### src/sv/hsv_pkg.sv
// ----------------------------------------------------------------------------
// hsv_pkg: shared types and constants of the HSV to RGB converter
// Holds the hue field width, the divide unit stage enables and sector codes.
// ----------------------------------------------------------------------------
package hsv_pkg;

	localparam int unsigned HUE_W = 15;

	// stage enables of one constant-divide unit
	typedef struct packed {
		logic en_a;
		logic en_b;
		logic en_c;
	} div_en_t;

	// 60-degree hue sectors
	typedef enum logic [2:0] {
		SEC_RED_YEL = 3'd0,
		SEC_YEL_GRN = 3'd1,
		SEC_GRN_CYN = 3'd2,
		SEC_CYN_BLU = 3'd3,
		SEC_BLU_MAG = 3'd4,
		SEC_MAG_RED = 3'd5
	} sector_t;

endpackage

### src/sv/hsv_if.sv
// ----------------------------------------------------------------------------
// hsv_if: request channels of the HSV to RGB converter
// One channel carries hue, saturation and brightness; the other red, green
// and blue. A request moves at a clock edge with valid and ready both high.
// ----------------------------------------------------------------------------
interface hsv_color_if #(
	parameter int unsigned CHANNEL_BITS = 8
);
	logic                      valid;
	logic                      ready;
	logic [hsv_pkg::HUE_W-1:0] hue;
	logic [CHANNEL_BITS-1:0]   saturation;
	logic [CHANNEL_BITS-1:0]   brightness;

	modport source (output valid, output hue, output saturation, output brightness,
		input ready);
	modport sink (input valid, input hue, input saturation, input brightness,
		output ready);
endinterface

interface rgb_color_if #(
	parameter int unsigned CHANNEL_BITS = 8
);
	logic                    valid;
	logic                    ready;
	logic [CHANNEL_BITS-1:0] red;
	logic [CHANNEL_BITS-1:0] green;
	logic [CHANNEL_BITS-1:0] blue;

	modport source (output valid, output red, output green, output blue, input ready);
	modport sink (input valid, input red, input green, input blue, output ready);
endinterface

### src/sv/hsv_pipe_ctrl.sv
// ----------------------------------------------------------------------------
// hsv_pipe_ctrl: valid bits and stage enables of the converter pipeline
// A stage loads when any stage at or after it is empty or the output drains.
// ----------------------------------------------------------------------------
module hsv_pipe_ctrl #(
	parameter int unsigned DEPTH = 14
) (
	input  logic           clk,
	input  logic           arst_n,
	input  logic           in_valid,
	output logic           in_ready,
	output logic           out_valid,
	input  logic           out_ready,
	output logic [DEPTH:1] en
);

	logic [DEPTH:1] valid_q;

	for (genvar k = 1; k <= DEPTH; k++) begin : g_stage
		// advance when a hole lies downstream or the output is taken
		assign en[k] = out_ready || !(&valid_q[DEPTH:k]);

		if (k == 1) begin : g_first
			always_ff @(posedge clk or negedge arst_n) begin
				if (!arst_n) begin
					valid_q[k] <= 1'b0;
				end else if (en[k]) begin
					valid_q[k] <= in_valid;
				end
			end
		end else begin : g_next
			always_ff @(posedge clk or negedge arst_n) begin
				if (!arst_n) begin
					valid_q[k] <= 1'b0;
				end else if (en[k]) begin
					valid_q[k] <= valid_q[k-1];
				end
			end
		end
	end

	assign in_ready  = en[1];
	assign out_valid = valid_q[DEPTH];

	// requests in flight change only by what enters and leaves
	a_count: assert property (@(posedge clk) disable iff (!arst_n)
		$past(arst_n) |-> $countones(valid_q) == $past($countones(valid_q))
			+ int'($past(in_valid && en[1])) - int'($past(out_valid && out_ready)))
		else $error("pipeline request count out of balance");

	// a full stage never loads without its successor loading too
	a_no_drop: assert property (@(posedge clk) disable iff (!arst_n)
		((en[DEPTH-1:1] & valid_q[DEPTH-1:1]) & ~en[DEPTH:2]) == '0)
		else $error("pipeline stage overwritten");

	// a waiting result stays offered
	a_hold: assert property (@(posedge clk) disable iff (!arst_n)
		out_valid && !out_ready |=> out_valid)
		else $error("result dropped while stalled");

endmodule

### src/sv/hsv_cdiv.sv
// ----------------------------------------------------------------------------
// hsv_cdiv: three-stage divide by a constant
// Reciprocal multiply, back-multiply and subtract, then one correction step.
// ----------------------------------------------------------------------------
module hsv_cdiv #(
	parameter int unsigned      NW      = 16,
	parameter longint unsigned  DIVISOR = 3,
	parameter int unsigned      QW      = 8
) (
	input  logic              clk,
	input  hsv_pkg::div_en_t  en,
	input  logic [NW-1:0]     num,
	output logic [QW-1:0]     quot,
	output logic [NW-1:0]     rem
);

	localparam longint unsigned RECIP = (64'd1 << NW) / DIVISOR;
	localparam int unsigned     MW    = $clog2(RECIP + 1);
	localparam int unsigned     PW    = NW + MW;
	localparam logic [NW-1:0]   DIV_V   = NW'(DIVISOR);
	localparam logic [MW-1:0]   RECIP_V = MW'(RECIP);

	logic [NW-1:0] num_s1;
	logic [PW-1:0] prod_s1;
	logic [MW-1:0] quot_est;
	logic [NW-1:0] back_mul;
	logic [MW-1:0] quot_s2;
	logic [NW-1:0] rem_s2;
	logic [MW:0]   quot_inc;
	logic [QW-1:0] quot_s3;
	logic [NW-1:0] rem_s3;

	always_ff @(posedge clk) begin
		if (en.en_a) begin
			num_s1  <= num;
			prod_s1 <= PW'(num) * PW'(RECIP_V);
		end
	end

	// estimate is exact or one low
	assign quot_est = prod_s1[PW-1:NW];
	assign back_mul = NW'(NW'(quot_est) * DIV_V);

	always_ff @(posedge clk) begin
		if (en.en_b) begin
			quot_s2 <= quot_est;
			rem_s2  <= num_s1 - back_mul;
		end
	end

	assign quot_inc = {1'b0, quot_s2} + {{MW{1'b0}}, 1'b1};

	always_ff @(posedge clk) begin
		if (en.en_c) begin
			if (rem_s2 >= DIV_V) begin
				quot_s3 <= QW'(quot_inc);
				rem_s3  <= rem_s2 - DIV_V;
			end else begin
				quot_s3 <= QW'(quot_s2);
				rem_s3  <= rem_s2;
			end
		end
	end

	assign quot = quot_s3;
	assign rem  = rem_s3;

endmodule

### src/sv/hsv_to_rgb_converter_core.sv
// ----------------------------------------------------------------------------
// hsv_to_rgb_converter_core: pipelined HSV to RGB color converter
// Wraps hue to one turn, finds its sector, forms p, q and t and routes them.
// ----------------------------------------------------------------------------
// Usage:
//   hsv carries one color request: hue in 1/HUE_STEPS_PER_DEGREE degree
//   steps (any 15-bit value, wrapped to one turn), saturation and brightness
//   as fractions where all ones means 1.0. rgb returns one request per input
//   with red, green and blue rounded half up to CHANNEL_BITS bits.
//   A request moves when valid and ready are both high.
//   The core has 14 register stages; throughput is one color per cycle while
//   rgb does not stall. No stage chains two multipliers; the depth is set by
//   three chained three-stage constant dividers (hue wrap, sector split,
//   term rounding) plus the product and sum stages between them and the
//   final routing stage.
//   Reset clears all valid bits; no payload register is reset and no
//   clearing pass is needed.
//   When rgb stalls, the last stage holds its result and earlier stages keep
//   filling any empty slots; hsv.ready drops only once every stage is full.
// ----------------------------------------------------------------------------
module hsv_to_rgb_converter_core #(
	parameter int unsigned HUE_STEPS_PER_DEGREE = 64,
	parameter int unsigned CHANNEL_BITS = 8
) (
	input  logic           clk,
	input  logic           arst_n,
	hsv_color_if.sink      hsv,
	rgb_color_if.source    rgb
);

	localparam int unsigned     CB     = CHANNEL_BITS;
	localparam int unsigned     HW     = hsv_pkg::HUE_W;
	localparam longint unsigned FS     = (64'd1 << CB) - 64'd1;
	localparam longint unsigned SECTOR = 64'd60 * HUE_STEPS_PER_DEGREE;
	localparam longint unsigned TURN   = 64'd6 * SECTOR;
	localparam longint unsigned FSD    = FS * SECTOR;
	localparam int unsigned     TW     = $clog2(TURN + 1);
	localparam int unsigned     HUE_NW = (TW > HW) ? TW : HW;
	localparam int unsigned     RW     = $clog2(SECTOR);
	localparam int unsigned     DRW    = $clog2(SECTOR + 1);
	localparam int unsigned     XW     = $clog2(FSD + 1);
	localparam int unsigned     SRW    = CB + RW;
	localparam int unsigned     SDW    = CB + DRW;
	localparam int unsigned     PPW    = 2 * CB;
	localparam int unsigned     QPW    = CB + XW;
	localparam int unsigned     NPW    = $clog2(64'd2 * FS * FS + FS + 1);
	localparam int unsigned     NQW    = $clog2(64'd2 * FS * FSD + FSD + 1);
	localparam int unsigned     DEPTH  = 14;

	localparam logic [CB-1:0]  FS_V     = CB'(FS);
	localparam logic [DRW-1:0] SECTOR_V = DRW'(SECTOR);
	localparam logic [XW-1:0]  FSD_V    = XW'(FSD);

	logic [DEPTH:1] en;

	hsv_pipe_ctrl #(
		.DEPTH(DEPTH)
	) u_ctrl (
		.clk      (clk),
		.arst_n   (arst_n),
		.in_valid (hsv.valid),
		.in_ready (hsv.ready),
		.out_valid(rgb.valid),
		.out_ready(rgb.ready),
		.en       (en)
	);

	// side data travelling alongside the arithmetic
	logic [CB-1:0]      bright_s [1:13];
	logic [CB-1:0]      sat_s    [1:6];
	hsv_pkg::sector_t   sector_s [7:13];

	always_ff @(posedge clk) begin
		if (en[1]) begin
			bright_s[1] <= hsv.brightness;
			sat_s[1]    <= hsv.saturation;
		end
	end

	for (genvar k = 2; k <= 13; k++) begin : g_bright
		always_ff @(posedge clk) begin
			if (en[k]) begin
				bright_s[k] <= bright_s[k-1];
			end
		end
	end

	for (genvar k = 2; k <= 6; k++) begin : g_sat
		always_ff @(posedge clk) begin
			if (en[k]) begin
				sat_s[k] <= sat_s[k-1];
			end
		end
	end

	for (genvar k = 8; k <= 13; k++) begin : g_sector
		always_ff @(posedge clk) begin
			if (en[k]) begin
				sector_s[k] <= sector_s[k-1];
			end
		end
	end

	// stages 1-3: wrap hue to one turn
	hsv_pkg::div_en_t  en_turn;
	logic [HUE_NW-1:0] turn_rem;

	assign en_turn = '{en_a: en[1], en_b: en[2], en_c: en[3]};

	hsv_cdiv #(
		.NW     (HUE_NW),
		.DIVISOR(TURN),
		.QW     (1)
	) u_turn_div (
		.clk (clk),
		.en  (en_turn),
		.num (HUE_NW'(hsv.hue)),
		.quot(),
		.rem (turn_rem)
	);

	// stages 4-6: split wrapped hue into sector and offset
	hsv_pkg::div_en_t en_sec;
	logic [2:0]       sector_quot;
	logic [HW-1:0]    sector_rem;
	logic [RW-1:0]    offset;

	assign en_sec = '{en_a: en[4], en_b: en[5], en_c: en[6]};

	hsv_cdiv #(
		.NW     (HW),
		.DIVISOR(SECTOR),
		.QW     (3)
	) u_sector_div (
		.clk (clk),
		.en  (en_sec),
		.num (turn_rem[HW-1:0]),
		.quot(sector_quot),
		.rem (sector_rem)
	);

	assign offset = sector_rem[RW-1:0];

	// stage 7: saturation products
	logic [DRW-1:0] offset_rest;
	logic [SRW-1:0] sr_s7;
	logic [SDW-1:0] sdr_s7;
	logic [PPW-1:0] pprod_s7;

	assign offset_rest = SECTOR_V - DRW'(offset);

	always_ff @(posedge clk) begin
		if (en[7]) begin
			sr_s7       <= SRW'(sat_s[6]) * SRW'(offset);
			sdr_s7      <= SDW'(sat_s[6]) * SDW'(offset_rest);
			pprod_s7    <= PPW'(bright_s[6]) * PPW'(FS_V - sat_s[6]);
			sector_s[7] <= hsv_pkg::sector_t'(sector_quot);
		end
	end

	// stage 8: q and t factors, rounded p numerator
	logic [XW-1:0]  xq_s8;
	logic [XW-1:0]  xt_s8;
	logic [NPW-1:0] np_s8;

	always_ff @(posedge clk) begin
		if (en[8]) begin
			xq_s8 <= FSD_V - XW'(sr_s7);
			xt_s8 <= FSD_V - XW'(sdr_s7);
			np_s8 <= NPW'({pprod_s7, 1'b0}) + NPW'(FS_V);
		end
	end

	// stage 9: scale q and t factors by brightness
	logic [QPW-1:0] qprod_s9;
	logic [QPW-1:0] tprod_s9;
	logic [NPW-1:0] np_s9;

	always_ff @(posedge clk) begin
		if (en[9]) begin
			qprod_s9 <= QPW'(bright_s[8]) * QPW'(xq_s8);
			tprod_s9 <= QPW'(bright_s[8]) * QPW'(xt_s8);
			np_s9    <= np_s8;
		end
	end

	// stage 10: add half the divisor for round half up
	logic [NQW-1:0] nq_s10;
	logic [NQW-1:0] nt_s10;
	logic [NPW-1:0] np_s10;

	always_ff @(posedge clk) begin
		if (en[10]) begin
			nq_s10 <= NQW'({qprod_s9, 1'b0}) + NQW'(FSD_V);
			nt_s10 <= NQW'({tprod_s9, 1'b0}) + NQW'(FSD_V);
			np_s10 <= np_s9;
		end
	end

	// stages 11-13: divide by twice the full-scale denominators
	hsv_pkg::div_en_t en_term;
	logic [CB-1:0]    p_term;
	logic [CB-1:0]    q_term;
	logic [CB-1:0]    t_term;

	assign en_term = '{en_a: en[11], en_b: en[12], en_c: en[13]};

	hsv_cdiv #(
		.NW     (NPW),
		.DIVISOR(64'd2 * FS),
		.QW     (CB)
	) u_p_div (
		.clk (clk),
		.en  (en_term),
		.num (np_s10),
		.quot(p_term),
		.rem ()
	);

	hsv_cdiv #(
		.NW     (NQW),
		.DIVISOR(64'd2 * FSD),
		.QW     (CB)
	) u_q_div (
		.clk (clk),
		.en  (en_term),
		.num (nq_s10),
		.quot(q_term),
		.rem ()
	);

	hsv_cdiv #(
		.NW     (NQW),
		.DIVISOR(64'd2 * FSD),
		.QW     (CB)
	) u_t_div (
		.clk (clk),
		.en  (en_term),
		.num (nt_s10),
		.quot(t_term),
		.rem ()
	);

	// stage 14: route terms to channels by sector
	logic [CB-1:0] red_d;
	logic [CB-1:0] green_d;
	logic [CB-1:0] blue_d;
	logic [CB-1:0] red_s14;
	logic [CB-1:0] green_s14;
	logic [CB-1:0] blue_s14;

	always_comb begin
		unique case (sector_s[13])
			hsv_pkg::SEC_RED_YEL: begin
				red_d   = bright_s[13];
				green_d = t_term;
				blue_d  = p_term;
			end
			hsv_pkg::SEC_YEL_GRN: begin
				red_d   = q_term;
				green_d = bright_s[13];
				blue_d  = p_term;
			end
			hsv_pkg::SEC_GRN_CYN: begin
				red_d   = p_term;
				green_d = bright_s[13];
				blue_d  = t_term;
			end
			hsv_pkg::SEC_CYN_BLU: begin
				red_d   = p_term;
				green_d = q_term;
				blue_d  = bright_s[13];
			end
			hsv_pkg::SEC_BLU_MAG: begin
				red_d   = t_term;
				green_d = p_term;
				blue_d  = bright_s[13];
			end
			default: begin
				red_d   = bright_s[13];
				green_d = p_term;
				blue_d  = q_term;
			end
		endcase
	end

	always_ff @(posedge clk) begin
		if (en[14]) begin
			red_s14   <= red_d;
			green_s14 <= green_d;
			blue_s14  <= blue_d;
		end
	end

	assign rgb.red   = red_s14;
	assign rgb.green = green_s14;
	assign rgb.blue  = blue_s14;

endmodule

### src/flat_wrapper.sv
// flat-port wrapper written by rule: the top's interface ports become plain ports
module hsv_to_rgb_converter_core_flat 
#(
	parameter int unsigned HUE_STEPS_PER_DEGREE = 64,
	parameter int unsigned CHANNEL_BITS = 8
)
  (clk, arst_n, hsv_valid, hsv_hue, hsv_saturation, hsv_brightness, hsv_ready, rgb_valid, rgb_red, rgb_green, rgb_blue, rgb_ready);
  hsv_color_if #(.CHANNEL_BITS(CHANNEL_BITS)) hsv_i ();
  rgb_color_if #(.CHANNEL_BITS(CHANNEL_BITS)) rgb_i ();
  input  logic clk;
  input  logic arst_n;
  input wire logic [$bits(hsv_i.valid)-1:0] hsv_valid;
  input wire logic [$bits(hsv_i.hue)-1:0] hsv_hue;
  input wire logic [$bits(hsv_i.saturation)-1:0] hsv_saturation;
  input wire logic [$bits(hsv_i.brightness)-1:0] hsv_brightness;
  output wire logic [$bits(hsv_i.ready)-1:0] hsv_ready;
  output wire logic [$bits(rgb_i.valid)-1:0] rgb_valid;
  output wire logic [$bits(rgb_i.red)-1:0] rgb_red;
  output wire logic [$bits(rgb_i.green)-1:0] rgb_green;
  output wire logic [$bits(rgb_i.blue)-1:0] rgb_blue;
  input wire logic [$bits(rgb_i.ready)-1:0] rgb_ready;
  assign hsv_i.valid = hsv_valid;
  assign hsv_i.hue = hsv_hue;
  assign hsv_i.saturation = hsv_saturation;
  assign hsv_i.brightness = hsv_brightness;
  assign hsv_ready = hsv_i.ready;
  assign rgb_valid = rgb_i.valid;
  assign rgb_red = rgb_i.red;
  assign rgb_green = rgb_i.green;
  assign rgb_blue = rgb_i.blue;
  assign rgb_i.ready = rgb_ready;
  hsv_to_rgb_converter_core #(.HUE_STEPS_PER_DEGREE(HUE_STEPS_PER_DEGREE), .CHANNEL_BITS(CHANNEL_BITS)) u_core (.clk(clk), .arst_n(arst_n), .hsv(hsv_i), .rgb(rgb_i));
endmodule
### config.mk
export PLATFORM = sky130hd
export DESIGN_NAME = hsv_to_rgb_converter_core_flat
export DESIGN_NICKNAME = d
export VERILOG_FILES = /design/src/sv/hsv_pkg.sv /design/src/sv/hsv_if.sv /design/src/sv/hsv_pipe_ctrl.sv /design/src/sv/hsv_cdiv.sv /design/src/sv/hsv_to_rgb_converter_core.sv /design/src/flat_wrapper.sv
export SDC_FILE = /design/constraint.sdc
export NUM_CORES = 2
export LEC_CHECK = 0
export BUFFER_PORTS_ARGS = -buffer_cell sky130_fd_sc_hd__buf_2
export CAP_MARGIN = 15
export CORE_MARGIN = 10
export CORE_UTILIZATION = 65
export CTS_CLUSTER_DIAMETER = 50
export CTS_CLUSTER_SIZE = 30
export DETAILED_ROUTE_END_ITERATION = 16
export GPL_ROUTABILITY_DRIVEN = 0
export PLACE_DENSITY = 0.88
export SLEW_MARGIN = 20
export SYNTH_ARGS = -nofsm -noshare
export SYNTH_HDL_FRONTEND = slang
export SYNTH_SLANG_ARGS = --single-unit
### constraint.sdc
create_clock -name clk -period 8 [get_ports clk]
set_input_delay 0.8 -clock clk [delete_from_list [all_inputs] [get_ports clk]]
set_output_delay 0.8 -clock clk [all_outputs]
set_load 0.01 [all_outputs]
==> results.ini <==
[status]
outcome=complete, no violations

[timing]
fin_skew_ns=0.0393
fin_crit_sh_pct=82.0
maxSlewHeadroom_pct=22.2
tns_ns=0
hold_viol_final=0
fmax_ghz=0.152
setup_viol=0
final.min_clock_period_ns=6.56
drv_slew=0
layout_setup_ws_ns=1.44
max_slew.worst_pin.slew_ns=1.17
rsz0062_at_grt=false

[final_layout]
n_antenna_cell=0
synthToLayoutAreaGrowth_pct=7.41
nets=6121
n_fill_cell=5340
drive_above_1_share_pct=5.51

[synth]
ys_ff_latch=743
ys.flop_type=edfxtp_1
synth.avg_cell_area_um2=11.5
synth_edf_count=729
synth_mux_area_share_pct=0.899
synth-simple-area-share_pct=10.4
async_flop_share_pct=1.88
synth_nets=6046
synth_top_family_by_area=adder cells
yosysUniqueCellTypes=70
netlist_instances=4881
ys_warn_count=0
synth-seq-area-share_pct=39.5
synth-xor-area-share_pct=5.06
synth-compound-area-share_pct=5.79
syn_area_um2=56400
synth_fa_ha_area_share_pct=32.0

[global_route]
antenna_found_initial=1
grt_pass1_vias=38000
grt_pass1_wl_mm=181
overflow=0
gr-usage-all-layers_pct=22.2
grt_max_degree=68

[placed_design]
detailed_place_hpwl_mm=80.8
post-place-ws_ns=1.48
io_buffer_count=60

[die]
core_area_um2=85500
boundaryPins=61
initial_utilization_pct=65.9
die_width_um=314
row_count=107
die-area_um2=98900
die_h_um=314

[clock_network]
insertion_delay_ns=0.65
htree_levels=3
hold_buffers=0
cts_sinks=743
cts_tree=built
path_clk_slew_ns=0.08
clock_path_buffers=3
numCtsBuffers=70
cts_resized=0
cts_setup_buffers=0
cts-root-buf=clkbuf_16

[run]
cap_violations=0

[critical_path]
worstPathCellList=or4_1 > nor3_1 > nand2_1 > nand3_1 > xor2_1 > nand2_1 > fa_1 > fa_1 > fa_1 > fa_1 > inv_1 > ha_1 > a21o_1 > a21o_1 > a221o_1 > o41a_1 > mux2i_1 > a2111oi_0
crit_slowest_cell=or4_1
path_max_fanout=11
cpPeakStageDelay_ns=0.62
critPathArrivalTime_ns=6.98
crit_top_cell=fa_1
critPathLaunchType=flop
critPathCaptureType=flop
crit_type=reg2reg
cp.required_ns=8.42

[hold_path]
hold_class=in2async

[drt]
ant_nets=0
drc_errors=0
wl_mm=107
num_vias=35000
drt-initial-drc-count=2373
wl_per_cell_um=17.5
via_per_inst=5.69
firstDrtPassIters=6

## worst paths after layout
path,cells past startpoint,start,slack (ns),end
setup / recovery,18,u_core.u_sector_div.rem[4],1.44,u_core.sdr_s7[19]
hold / removal,1,arst_n,0.10,u_core.u_ctrl.valid_q[1]
setup reg to reg,18,u_core.u_sector_div.rem[4],1.44,u_core.sdr_s7[19]
hold reg to reg,0,u_core.sector_s[0][32],0.42,u_core.sector_s[0][35]
max in group asynchronous,1,arst_n,7.52,u_core.u_ctrl.valid_q[13]
min in group clk,1,hsv_saturation[1],0.32,u_core.sat_s[0][9]
## final cells by class
class	count	area [um2]	share of cell area, %
Multi-Input combinational cell	3175	30500	50.4
Sequential cell	743	22200	36.7
Inverter	877	3290	5.44
Clock buffer	73	1780	2.95
Tap cell	1144	1430	2.36
Clock inverter	56	724	1.20
Timing Repair Buffer	89	533	0.880
## flip-flops by register name, summed over array words and instances (netlist names), 19 cells and up
register               cells
u_core.qprod_s9           27
u_core.sector_s           21
u_core.tprod_s9           28
u_core.xq_s8              19
u_core.xt_s8              20
u_core.u_q_div.rem_s2     20
u_core.nt_s10             28
u_core.sdr_s7             20
u_core.u_t_div.num_s1     20
u_core.nq_s10             27
u_core.sat_s              48
u_core.bright_s          104
u_core.u_q_div.num_s1     20
u_core.u_t_div.rem_s2     20
u_core.sr_s7              19
## layer usage
metal	wire [um]	up-vias	track usage, %
li1	-	16300	-
met4	3850	0	8.45
met2	56600	1115	41.2
met5	0	-	0
met1	41300	17200	25.5
met3	5680	319	3.35
## critical path, delay by kind of cell (launching register included)
kind | cells | cell delay [ns]
adders and majority gates | 5 | 2.32
AOI/OAI and AO/OA | 5 | 1.52
and+or+nand+nor | 5 | 1.27
DFF | 1 | 0.55
xor gates and xnor gates | 1 | 0.48
muxes | 1 | 0.13
buffers and inverters | 1 | 0.04
## synthesized netlist by cell type, types with 82 or more instances
cell type    n  area, um2
o21ai_0     82        410
edfxtp_1   729      21900
a21oi_1    168        841
nor2b_1     82        513
xor2_1     100        876
inv_1      877       3290
nand2_1    388       1460
nor2_1     148        556
fa_1       518      10400
ha_1       612       7660
and2_1     255       1600
xnor2_1    223       1950
## per-stage QoR
stage                     hold WS [ns]  cell area, um2  utilization (%)  cells
final                            0.102           60500             70.8   6157
after floorplan                  0.400           56400                -   4881
after global routing            0.0894           60500             70.8   6157
after global placement           0.400           58000             67.8   6026
after CTS                       0.0743           60500             70.7   6155
after detailed placement         0.405           58000             67.8   6026
## cells in the final DEF (no fill, tap or decap), types with 27 or more instances in the layout
cell,n
clkbuf_16,71
mux2_2,29
nand3_1,62
nand2_1,386
nor3_1,50
xnor2_1,223
fa_1,518
nor2_1,148
a21oi_1,168
and3_1,28
buf_2,60
nand2b_1,64
edfxtp_1,729
nor2b_1,82
xor2_1,100
ha_1,612
buf_4,27
a21o_1,70
inv_1,873
o21ai_0,82
and2_1,255
## cell families after synthesis
group	Yosys count
simple gates	1165
fa+ha+maj	1130
buf+inv	963
flops	743
compound gates	509
xor+xnor	324
mux	47
Power is left out: the tool's default activity adds up to more than one toggle a clock period on the data nets, which glitch-free logic cannot reach.
